==> src/hdl/blr_pkg.sv <==
// Shared types, constants and state codes for the Bresenham line rasterizer.
package blr_pkg;

	// Widest coordinate the ports carry; COORD_BITS may be set at or below it
	localparam int COORD_MAX_BITS = 6;
	localparam int COORD_BITS_DEFAULT = 6;
	localparam int COLOUR_BITS = 32;

	// Entries in the command queue between classifier and stepper (power of two)
	localparam int QUEUE_DEPTH = 2;

	// Line command, one per input transaction
	typedef struct packed {
		logic [COORD_MAX_BITS-1:0] start_x;
		logic [COORD_MAX_BITS-1:0] start_y;
		logic [COORD_MAX_BITS-1:0] end_x;
		logic [COORD_MAX_BITS-1:0] end_y;
		logic [COLOUR_BITS-1:0]    draw_colour;
	} blr_in_t;

	// One pixel, one per output transaction
	typedef struct packed {
		logic [COORD_MAX_BITS-1:0] pixel_x;
		logic [COORD_MAX_BITS-1:0] pixel_y;
		logic [COLOUR_BITS-1:0]    pixel_colour;
		logic                      last_pixel;
	} blr_out_t;

	// Classified command: endpoints already in major/minor order
	typedef struct packed {
		logic [COORD_MAX_BITS-1:0] major_start;
		logic [COORD_MAX_BITS-1:0] major_end;
		logic [COORD_MAX_BITS-1:0] minor_start;
		logic [COORD_MAX_BITS-1:0] major_delta;
		logic [COORD_MAX_BITS-1:0] minor_delta;
		logic                      minor_dir_down;
		logic                      steep;
		logic [COLOUR_BITS-1:0]    colour;
	} blr_cmd_t;

	// Stepper states
	typedef enum logic {
		BLR_IDLE,
		BLR_RUN
	} blr_state_t;

endpackage

==> src/hdl/blr_front.sv <==
// Front end: accepts line commands and sorts them into major/minor form.
module blr_front import blr_pkg::*; #(
	parameter int COORD_BITS = COORD_BITS_DEFAULT
) (
	input  logic     in_valid,
	output logic     in_ready,
	input  blr_in_t  in_data,
	input  logic     queue_full,
	output logic     push,
	output blr_cmd_t push_data
);

	localparam int CB = COORD_BITS;

	logic [CB-1:0] x0, y0, x1, y1;
	logic [CB-1:0] adx, ady;
	logic          steep;
	logic [CB-1:0] a0, b0, a1, b1;
	logic [CB-1:0] ma0, mb0, ma1, mb1;

	// Accept whenever the queue has room
	assign in_ready = !queue_full;
	assign push     = in_valid && !queue_full;

	assign x0 = in_data.start_x[CB-1:0];
	assign y0 = in_data.start_y[CB-1:0];
	assign x1 = in_data.end_x[CB-1:0];
	assign y1 = in_data.end_y[CB-1:0];

	// Spans and steepness; equal spans walk along x
	assign adx   = (x0 > x1) ? (x0 - x1) : (x1 - x0);
	assign ady   = (y0 > y1) ? (y0 - y1) : (y1 - y0);
	assign steep = ady > adx;

	assign a0 = steep ? y0 : x0;
	assign b0 = steep ? x0 : y0;
	assign a1 = steep ? y1 : x1;
	assign b1 = steep ? x1 : y1;

	// Order endpoints so the major coordinate rises
	always_comb begin
		if (a0 > a1) begin
			ma0 = a1;
			mb0 = b1;
			ma1 = a0;
			mb1 = b0;
		end else begin
			ma0 = a0;
			mb0 = b0;
			ma1 = a1;
			mb1 = b1;
		end
	end

	always_comb begin
		push_data.major_start    = COORD_MAX_BITS'(ma0);
		push_data.major_end      = COORD_MAX_BITS'(ma1);
		push_data.minor_start    = COORD_MAX_BITS'(mb0);
		push_data.major_delta    = COORD_MAX_BITS'(ma1 - ma0);
		push_data.minor_delta    = COORD_MAX_BITS'((mb0 > mb1) ? (mb0 - mb1) : (mb1 - mb0));
		push_data.minor_dir_down = mb1 < mb0;
		push_data.steep          = steep;
		push_data.colour         = in_data.draw_colour;
	end

endmodule

==> src/hdl/blr_queue.sv <==
// Short show-ahead queue of classified commands between front and stepper.
module blr_queue import blr_pkg::*; (
	input  logic     clk,
	input  logic     arst_n,
	input  logic     push,
	input  blr_cmd_t push_data,
	output logic     full,
	input  logic     pop,
	output logic     cmd_valid,
	output blr_cmd_t cmd_data
);

	localparam int PTR_W = (QUEUE_DEPTH > 1) ? $clog2(QUEUE_DEPTH) : 1;

	blr_cmd_t       entry_q [QUEUE_DEPTH];
	logic [PTR_W-1:0] wr_ptr_q, rd_ptr_q;
	logic [PTR_W:0]   count_q;

	assign full      = count_q == (PTR_W+1)'(QUEUE_DEPTH);
	assign cmd_valid = count_q != '0;
	assign cmd_data  = entry_q[rd_ptr_q];

	// Pointers and fill count
	always_ff @(posedge clk or negedge arst_n) begin
		if (!arst_n) begin
			wr_ptr_q <= '0;
			rd_ptr_q <= '0;
			count_q  <= '0;
		end else begin
			if (push) wr_ptr_q <= wr_ptr_q + 1'b1;
			if (pop)  rd_ptr_q <= rd_ptr_q + 1'b1;
			if (push && !pop)      count_q <= count_q + 1'b1;
			else if (!push && pop) count_q <= count_q - 1'b1;
		end
	end

	// Entry storage
	always_ff @(posedge clk) begin
		if (push) entry_q[wr_ptr_q] <= push_data;
	end

endmodule

==> src/hdl/blr_back.sv <==
// Back end: steps the Bresenham decision term and emits one pixel per cycle while the output is not stalled.
module blr_back import blr_pkg::*; #(
	parameter int COORD_BITS = COORD_BITS_DEFAULT
) (
	input  logic     clk,
	input  logic     arst_n,
	input  logic     cmd_valid,
	input  blr_cmd_t cmd_data,
	output logic     cmd_pop,
	output logic     out_valid,
	input  logic     out_ready,
	output blr_out_t out_data
);

	localparam int CB = COORD_BITS;
	localparam int ERR_W = CB + 2;

	blr_state_t state_q, state_d;

	logic [CB-1:0]           major_pos_q, major_end_q, minor_pos_q;
	logic [CB-1:0]           major_delta_q, minor_delta_q;
	logic                    minor_dir_down_q, steep_q;
	logic [COLOUR_BITS-1:0]  colour_q;
	logic signed [ERR_W-1:0] step_error_q;

	logic                    out_valid_q;
	blr_out_t                out_data_q;

	logic                    emit, last;
	logic [CB-1:0]           ld_major_delta, ld_minor_delta;
	logic signed [ERR_W-1:0] two_minor, two_major, ld_minor2, ld_major1;

	assign last = major_pos_q == major_end_q;
	assign emit = (state_q == BLR_RUN) && (!out_valid_q || out_ready);

	// Next state and queue pop; a new command loads as the last pixel leaves
	always_comb begin
		state_d = state_q;
		cmd_pop = 1'b0;
		case (state_q)
			BLR_IDLE: begin
				if (cmd_valid) begin
					cmd_pop = 1'b1;
					state_d = BLR_RUN;
				end
			end
			BLR_RUN: begin
				if (emit && last) begin
					if (cmd_valid) cmd_pop = 1'b1;
					else state_d = BLR_IDLE;
				end
			end
			default: state_d = BLR_IDLE;
		endcase
	end

	always_ff @(posedge clk or negedge arst_n) begin
		if (!arst_n) state_q <= BLR_IDLE;
		else state_q <= state_d;
	end

	// Decision term increments
	assign ld_major_delta = cmd_data.major_delta[CB-1:0];
	assign ld_minor_delta = cmd_data.minor_delta[CB-1:0];
	assign ld_minor2      = {1'b0, ld_minor_delta, 1'b0};
	assign ld_major1      = {2'b00, ld_major_delta};
	assign two_minor      = {1'b0, minor_delta_q, 1'b0};
	assign two_major      = {1'b0, major_delta_q, 1'b0};

	// Line walker registers
	always_ff @(posedge clk or negedge arst_n) begin
		if (!arst_n) begin
			major_pos_q      <= '0;
			major_end_q      <= '0;
			minor_pos_q      <= '0;
			major_delta_q    <= '0;
			minor_delta_q    <= '0;
			minor_dir_down_q <= 1'b0;
			steep_q          <= 1'b0;
			colour_q         <= '0;
			step_error_q     <= '0;
		end else if (cmd_pop) begin
			major_pos_q      <= cmd_data.major_start[CB-1:0];
			major_end_q      <= cmd_data.major_end[CB-1:0];
			minor_pos_q      <= cmd_data.minor_start[CB-1:0];
			major_delta_q    <= ld_major_delta;
			minor_delta_q    <= ld_minor_delta;
			minor_dir_down_q <= cmd_data.minor_dir_down;
			steep_q          <= cmd_data.steep;
			colour_q         <= cmd_data.colour;
			step_error_q     <= ld_minor2 - ld_major1;
		end else if (emit && !last) begin
			major_pos_q <= major_pos_q + 1'b1;
			if (step_error_q > 0) begin
				minor_pos_q  <= minor_dir_down_q ? (minor_pos_q - 1'b1) : (minor_pos_q + 1'b1);
				step_error_q <= step_error_q + two_minor - two_major;
			end else begin
				step_error_q <= step_error_q + two_minor;
			end
		end
	end

	// Output register: valid flag
	always_ff @(posedge clk or negedge arst_n) begin
		if (!arst_n) out_valid_q <= 1'b0;
		else if (emit) out_valid_q <= 1'b1;
		else if (out_ready) out_valid_q <= 1'b0;
	end

	// Output register: pixel payload, swapped back for steep lines
	always_ff @(posedge clk) begin
		if (emit) begin
			out_data_q.pixel_x      <= COORD_MAX_BITS'(steep_q ? minor_pos_q : major_pos_q);
			out_data_q.pixel_y      <= COORD_MAX_BITS'(steep_q ? major_pos_q : minor_pos_q);
			out_data_q.pixel_colour <= colour_q;
			out_data_q.last_pixel   <= last;
		end
	end

	assign out_valid = out_valid_q;
	assign out_data  = out_data_q;

endmodule

==> src/hdl/bresenham_line_rasterizer.sv <==
// Top level of the Bresenham line rasterizer: classifier, command queue and stepper.
//
// Each line command is walked along its major axis from the lower to the upper end and
// produces N pixel transactions, N = major span + 1 (1 to 2^COORD_BITS), one per cycle
// when the output is not stalled; the last carries last_pixel. The stepper sets the rate:
// it loads a command when it is idle, and loads the next queued command in the same cycle
// the final pixel of a line is registered, so queued lines follow with no gap. A two-entry
// command queue lets new commands be accepted while a line is drawn. Coordinates are
// taken modulo 2^COORD_BITS.
module bresenham_line_rasterizer import blr_pkg::*; #(
	parameter int COORD_BITS = COORD_BITS_DEFAULT
) (
	input  logic     clk,
	input  logic     arst_n,
	input  logic     in_valid,
	output logic     in_ready,
	input  blr_in_t  in_data,
	output logic     out_valid,
	input  logic     out_ready,
	output blr_out_t out_data
);

	logic     push, queue_full, cmd_valid, cmd_pop;
	blr_cmd_t push_data, cmd_data;

	// Classifier
	blr_front #(.COORD_BITS(COORD_BITS)) u_front (
		.in_valid   (in_valid),
		.in_ready   (in_ready),
		.in_data    (in_data),
		.queue_full (queue_full),
		.push       (push),
		.push_data  (push_data)
	);

	// Command queue
	blr_queue u_queue (
		.clk       (clk),
		.arst_n    (arst_n),
		.push      (push),
		.push_data (push_data),
		.full      (queue_full),
		.pop       (cmd_pop),
		.cmd_valid (cmd_valid),
		.cmd_data  (cmd_data)
	);

	// Line stepper
	blr_back #(.COORD_BITS(COORD_BITS)) u_back (
		.clk       (clk),
		.arst_n    (arst_n),
		.cmd_valid (cmd_valid),
		.cmd_data  (cmd_data),
		.cmd_pop   (cmd_pop),
		.out_valid (out_valid),
		.out_ready (out_ready),
		.out_data  (out_data)
	);

endmodule

==> config.mk <==
export PLATFORM = sky130hd
export DESIGN_NAME = bresenham_line_rasterizer
export DESIGN_NICKNAME = d
export VERILOG_FILES = /design/src/hdl/blr_pkg.sv /design/src/hdl/blr_front.sv /design/src/hdl/blr_queue.sv /design/src/hdl/blr_back.sv /design/src/hdl/bresenham_line_rasterizer.sv
export SDC_FILE = /design/constraint.sdc
export NUM_CORES = 1
export LEC_CHECK = 0
export BUFFER_PORTS_ARGS = -buffer_cell sky130_fd_sc_hd__buf_2
export CORE_MARGIN = 4
export CORE_UTILIZATION = 30
export DETAILED_ROUTE_END_ITERATION = 10
export HOLD_SLACK_MARGIN = 0.08
export PLACE_DENSITY = 0.49
export SYNTH_ARGS = -nofsm -noshare
export SYNTH_HDL_FRONTEND = slang
export SYNTH_SLANG_ARGS = --single-unit
==> constraint.sdc <==
create_clock -name clk -period 3.9 [get_ports clk]
set_clock_uncertainty 0.05 [all_clocks]
set_input_delay 0.585 -clock clk [delete_from_list [all_inputs] [get_ports clk]]
set_output_delay 0.585 -clock clk [all_outputs]
set_load 0.005 [all_outputs]
== Yosys cells after proc, flatten, opt, wreduce, memory -nomap -nowiden ==
Memories as Yosys holds them, arrays and structs flattened.
Cells that the tools add are included.

* Memory bits (writable): 128
* Memories: 1
* Register bits: 123
* Output and inout port bits: 47
* Logic and storage cells: 97
* Input port bits: 60

* $lt $le $gt $ge: 7
* Equality and inequality tests: 2
* $add $sub $neg: 17
* Multiplexer cells: 33
* Bitwise gates (word level): 1
* Reduce and logical (&&, ||, !) cells: 18

{| class="wikitable"
|+ Memory list
! memory !! words !! bits a word !! rd ports !! clocked after Yosys merged registers in !! write ports !! RTL line !! RTL
|-
| u_queue.entry_q || 2 || 64 || 1 || 0 || 1 || blr_queue.sv:15 || <nowiki>blr_cmd_t entry_q [QUEUE_DEPTH];</nowiki>
|}

{| class="wikitable"
|+ Operators with widths
! operator !! number
|-
| 6-bit two-way mux || 19
|-
| 6-bit subtractor || 7
|-
| 6-bit > comparator || 5
|-
| 8-bit two-way mux || 3
|-
| 6-bit by 1-bit adder with 6-bit output (second input constant) || 2
|-
| 2-bit nonzero test || 5
|-
| 8-bit adder || 1
|-
| 8-bit by 1-bit > comparator with 1-bit output (second input constant) || 1
|-
| 7-bit by 6-bit subtractor with 8-bit output || 1
|-
| 8-bit subtractor || 1
|-
| 1-bit two-way mux || 7
|-
| 6-bit == test || 1
|-
| 1-bit logical AND || 6
|-
| 6-bit less-than comparator || 1
|-
| 6-bit by 1-bit subtractor with 6-bit output (second input constant) || 1
|-
| 1-bit zero test || 5
|-
| 2-bit two-way mux || 2
|-
| 1-bit one-hot mux with 2 select lines || 2
|-
| 1-bit adder (second input constant) || 2
|-
| 2-bit by 1-bit adder with 2-bit output (second input constant) || 1
|-
| 2-bit == test (second input constant) || 1
|-
| 2-bit AND reduction || 1
|-
| 2-bit by 1-bit subtractor with 2-bit output (second input constant) || 1
|-
| 1-bit logical OR || 1
|-
| 1-bit inverter || 1
|}

== Longest topological paths before layout ==
* Depth in word-level cells: 9
* Mapped depth: 44
* Depth with buffers taken out: 40

== Hierarchy ==
From an unflattened synthesis, not the netlist that was laid out.

* Cell total of the unflattened synthesis: 1148
* Area, all modules: 13485.4 um2

{| class="wikitable"
|+ By module, submodules not included
! module !! cells each !! instances !! area each (um2)
|-
| blr_back || 513 || 1 || 5479.0
|-
| blr_queue || 215 || 1 || 5013.6
|-
| blr_front || 420 || 1 || 2992.9
|}

== Worst setup path before layout ==
OpenSTA, ideal clock, no wires.

* Kind: in2reg
* Start: in in_data[44] in the netlist's numbering
* End: mem u_queue.entry_q[0][39] in the netlist's numbering (data pin)
* Arrival time: 8.124 ns
* Stages on the path: 43
* Path buffers: 5
* Path slack: -4.537 ns
* Required time: 3.587 ns
* Path through: inv_1 ha_1 inv_1 fa_1 a21o_1 a21o_1 a21o_1 a21oi_1 a31oi_1 a211oi_1 a21oi_1 xor2_1 ha_1 nand2_1 or2_4 a31o_1 buf_6 inv_4 (+7 left out) a31oi_2 buf_6 buf_2 nand2_1 o211ai_1 and2_1 ha_1 inv_1 fa_1 a21o_1 a21o_1 a21o_1 a21oi_1 nor2_1 mux2i_1 nand2_1 a31oi_1 xnor2_1

{| class="wikitable"
|+ RTL lines
! what !! RTL line !! RTL
|-
| from (decl) || bresenham_line_rasterizer.sv:17 || <nowiki>input blr_in_t in_data,</nowiki>
|-
| to (decl) || blr_queue.sv:15 ||
|}

==> impl_metrics.json <==
{
  "area_growth_pct": 31.45,
  "grt_max_degree": 122,
  "placed_cells_incl_taps": 1847,
  "crit_top_cell": "a21o_1",
  "ir_drop_mv": 0.5784,
  "n_antenna_cell": 0,
  "hpwl_mm": 21.61,
  "cts_tree": "built",
  "grt_pass1_vias": 9167,
  "final_cells": 1923,
  "finalWorstSetupSlack_ps": -3159,
  "status": "complete, but fails checks",
  "p_total_mw": 17.70,
  "antenna_found_initial": 0,
  "hold_viol_final": 0,
  "combPwrFrac": 0.586,
  "timing.rr.start": "u_back.step_error_q[1]",
  "grt_pass1_wl_mm": 48.65,
  "synth.avg_cell_area_sq_um": 11.97,
  "crit_fanout": 6,
  "grt.overflow.total": 0,
  "nets": 1503,
  "power_frac_seq": 0.274,
  "p_leak_nw": 7.170,
  "relSlewSlack": 0.3954,
  "period_minus_slack_ps": 7059,
  "synth_area_sq_um": 12760,
  "avgViaCountPerCell": 4.609,
  "dieArea_sq_um": 45890,
  "drt_iter0_drc": 350,
  "async_flop_share": 0.3108,
  "cpPeakStageDelay_ps": 420,
  "synth_fp_nets": 1204,
  "ff2ff_setup_slack_ps": 960,
  "startpoint": "in_data[44]",
  "cts_buffers": 25,
  "path_clk_slew_ps": 60,
  "swShare": 0.3701,
  "period_share": 1.810,
  "min_path_type": "in2async",
  "slowest_stage": "a311oi_4",
  "insertion_delay_ps": 520,
  "internal_power_mw": 11.15,
  "ant_nets": 0,
  "rsz0062_at_grt": "yes",
  "crit_type": "in2reg",
  "ctsLongestPathBuffers": 3,
  "routedWlPerCell_um": 15.72,
  "violations": "negative setup slack",
  "die_x_um": 214.2,
  "place_ws_ps": -3887,
  "design.core.area_sq_um": 41950,
  "timing.max_cap.violations": 0,
  "io_buffers": 106,
  "vias": 8863,
  "critPathLaunchType": "input pin",
  "cts_max_level": 1,
  "critPathCaptureType": "flop",
  "drive_gt1_frac": 0.3338,
  "post_dp_cell_area_sq_um": 15410,
  "drc": 0,
  "cts-root-buf": "clkbuf_16",
  "die_height_um": 214.2,
  "gp_congestion": 0.8260,
  "io_pins": 107,
  "tns_ps": -115360,
  "ys_seq_area_frac": 0.5602,
  "synth_seq_cells": 251,
  "cp.required_ps": 4100,
  "crit_arrival_ps": 7260,
  "r2r-end": "u_back.step_error_q[7]",
  "power.clock.fraction": 0.139,
  "final_area_sq_um": 16770,
  "firstDrtPassIters": 4,
  "yosys.cell_types.count": 64,
  "rr_worst_depth": 11,
  "timing.fmax_mhz": 141.7,
  "critPathCapture": "u_queue.entry_q[1][39]",
  "setup_violations": 62,
  "ys.flop_type": "edfxtp_1",
  "rows": 75,
  "gr-usage-all-layers": 0.1289,
  "start_util": 0.3041,
  "syn_inst": 1066,
  "slew_violations": 0,
  "tightest_slew_ps": 899.1,
  "clock-sinks": 251,
  "synth-edff-count": 173,
  "wl_mm": 30.23,
  "power_density_nw_per_um2": 1055,
  "yosysWarnings": 0,
  "p_sw_mw": 6.550
}
## metrics by stage
step | hold slack, ps | utilization
2_1_floorplan | 239.4 | -
3_3_place_gp | 381.0 | 0.3675
3_5_place_dp | 382.0 | 0.3675
4_1_cts | 114.9 | 0.3958
5_1_grt | 153.4 | 0.3998
6_report | 96.08 | 0.3998
## kinds of logic (layout without fill, tap and decap cells)
| logic type | count (synthesis) | in the layout | synth area share |
|---|---|---|---|
| fa+ha+maj | 84 | 84 | 0.08709 |
| buf+inv | 104 | 421 | 0.03266 |
| mux | 107 | 107 | 0.08778 |
| flops | 251 | 251 | 0.5602 |
| compound gates | 225 | 226 | 0.1117 |
| xor+xnor | 52 | 52 | 0.03570 |
| simple gates | 243 | 243 | 0.08484 |
## worst min-delay path by stage
stage                          end  slack (ps)  depth (start not counted)
6_report       u_back.colour_q[26]         100                          1
5_1_grt        u_back.colour_q[28]         150                          1
4_1_cts           u_queue.wr_ptr_q         110                          1
3_5_place_dp   u_back.out_data[14]         380                          0
3_3_place_gp   u_back.out_data[16]         380                          0
2_1_floorplan   u_back.colour_q[0]         240                          0
## state kept, by name (all words and copies together) (netlist names), 2 cells and up
name and count:
u_back.major_delta_q 6, u_queue.count_q 2, u_queue.entry_q 128, u_back.minor_delta_q 6, u_back.major_end_q 6, u_back.major_pos_q 6
u_back.out_data 45, u_back.minor_pos_q 6, u_back.colour_q 32, u_back.step_error_q 8
## layout make-up
cell class / instances / area, sq um
Timing Repair inverter: 1 / 3.754
Clock buffer: 35 / 693.2
Clock inverter: 11 / 161.4
Tap cell: 539 / 674.4
Fill cell: 4007 / 25180
Sequential cell: 251 / 7151
Timing Repair Buffer: 310 / 2193
Inverter: 64 / 265.3
Multi-Input combinational cell: 712 / 5628
## synthesized netlist by cell type, types with 10 or more instances
cell,n,share of area
inv_1,60,0.018
a21oi_1,107,0.042
and2_1,12,0.0059
edfxtp_1,173,0.41
a21o_1,31,0.018
ha_1,68,0.067
o21ai_0,21,0.0082
xnor2_1,33,0.023
a211oi_1,11,0.0065
mux2i_1,86,0.067
nor2_1,99,0.029
xor2_1,19,0.013
mux2_2,18,0.016
dfrtp_1,78,0.15
nand2_1,75,0.022
o211ai_1,17,0.010
fa_1,10,0.016
clkbuf_1,25,0.0074
nand3_1,11,0.0043
## power by group through the flow
stage	clock, mW	sequential [mW]	combinational [mW]
3_5_place_dp	0	4.92	9.43
5_1_grt	2.65	4.98	11.5
4_1_cts	2.56	4.87	10.2
3_3_place_gp	0	4.90	9.33
2_1_floorplan	0	4.81	6.12
6_report	2.47	4.86	10.4
## cells in the final DEF (no fill, tap or decap), types with 5 or more instances in the layout
cell type  netlist  layout
nand3_1         11      11
buf_2            7     103
mux2i_4          2       6
mux2i_2          0       6
fa_1            10       6
o211ai_1        17      17
xnor2_1         33      33
o21bai_1         7       7
a21o_1          31      31
inv_2            3      12
a21oi_1        107      85
nand4_1          5       5
a21oi_2          0      18
clkbuf_1        25       7
buf_6            2       9
nand2_1         75      73
nor3_1           8       6
buf_4            0     190
nor2_1          99      92
maj3_1           6       5
dfrtp_1         78      77
nor2_2           0       5
a211oi_1        11       9
and2_1          12       9
o21ai_0         21      20
edfxtp_1       173     173
nor2b_1          8       8
clkbuf_16        0      25
nand2b_1         8       8
mux2i_1         86      76
ha_1            68      61
inv_1           60      50
mux2_2          18      18
buf_12           0       6
xor2_1          19      19
## timing repair
item / 4_1_cts / 5_1_grt
pin swaps: 17 / 16
endpoints found under the setup margin: 62 / 62
cloned: 2 / 0
hold buffers: 0 / 0
resized for setup: 41 / 22
setup buffers: 20 / 8
## metal layers
| layer | track usage | vias up | wire (um) |
|---|---|---|---|
| met5 | 0 | - | 0 |
| met1 | 0.1740 | 4217 | 14240 |
| met2 | 0.2218 | 157 | 14390 |
| li1 | - | 4448 | - |
| met4 | 0.03242 | 0 | 603 |
| met3 | 0.01559 | 41 | 996 |
## worst max-delay path, delay by kind of cell
kind	cells	cell delay [ps]
AOI/OAI and AO/OA	16	3100
xor gates and xnor gates	2	260
adders and majority gates	6	1610
buffers and inverters	8	570
muxes	2	400
and+or+nand+nor	6	720
No activity file was read; power rests on OpenSTA's default activity.
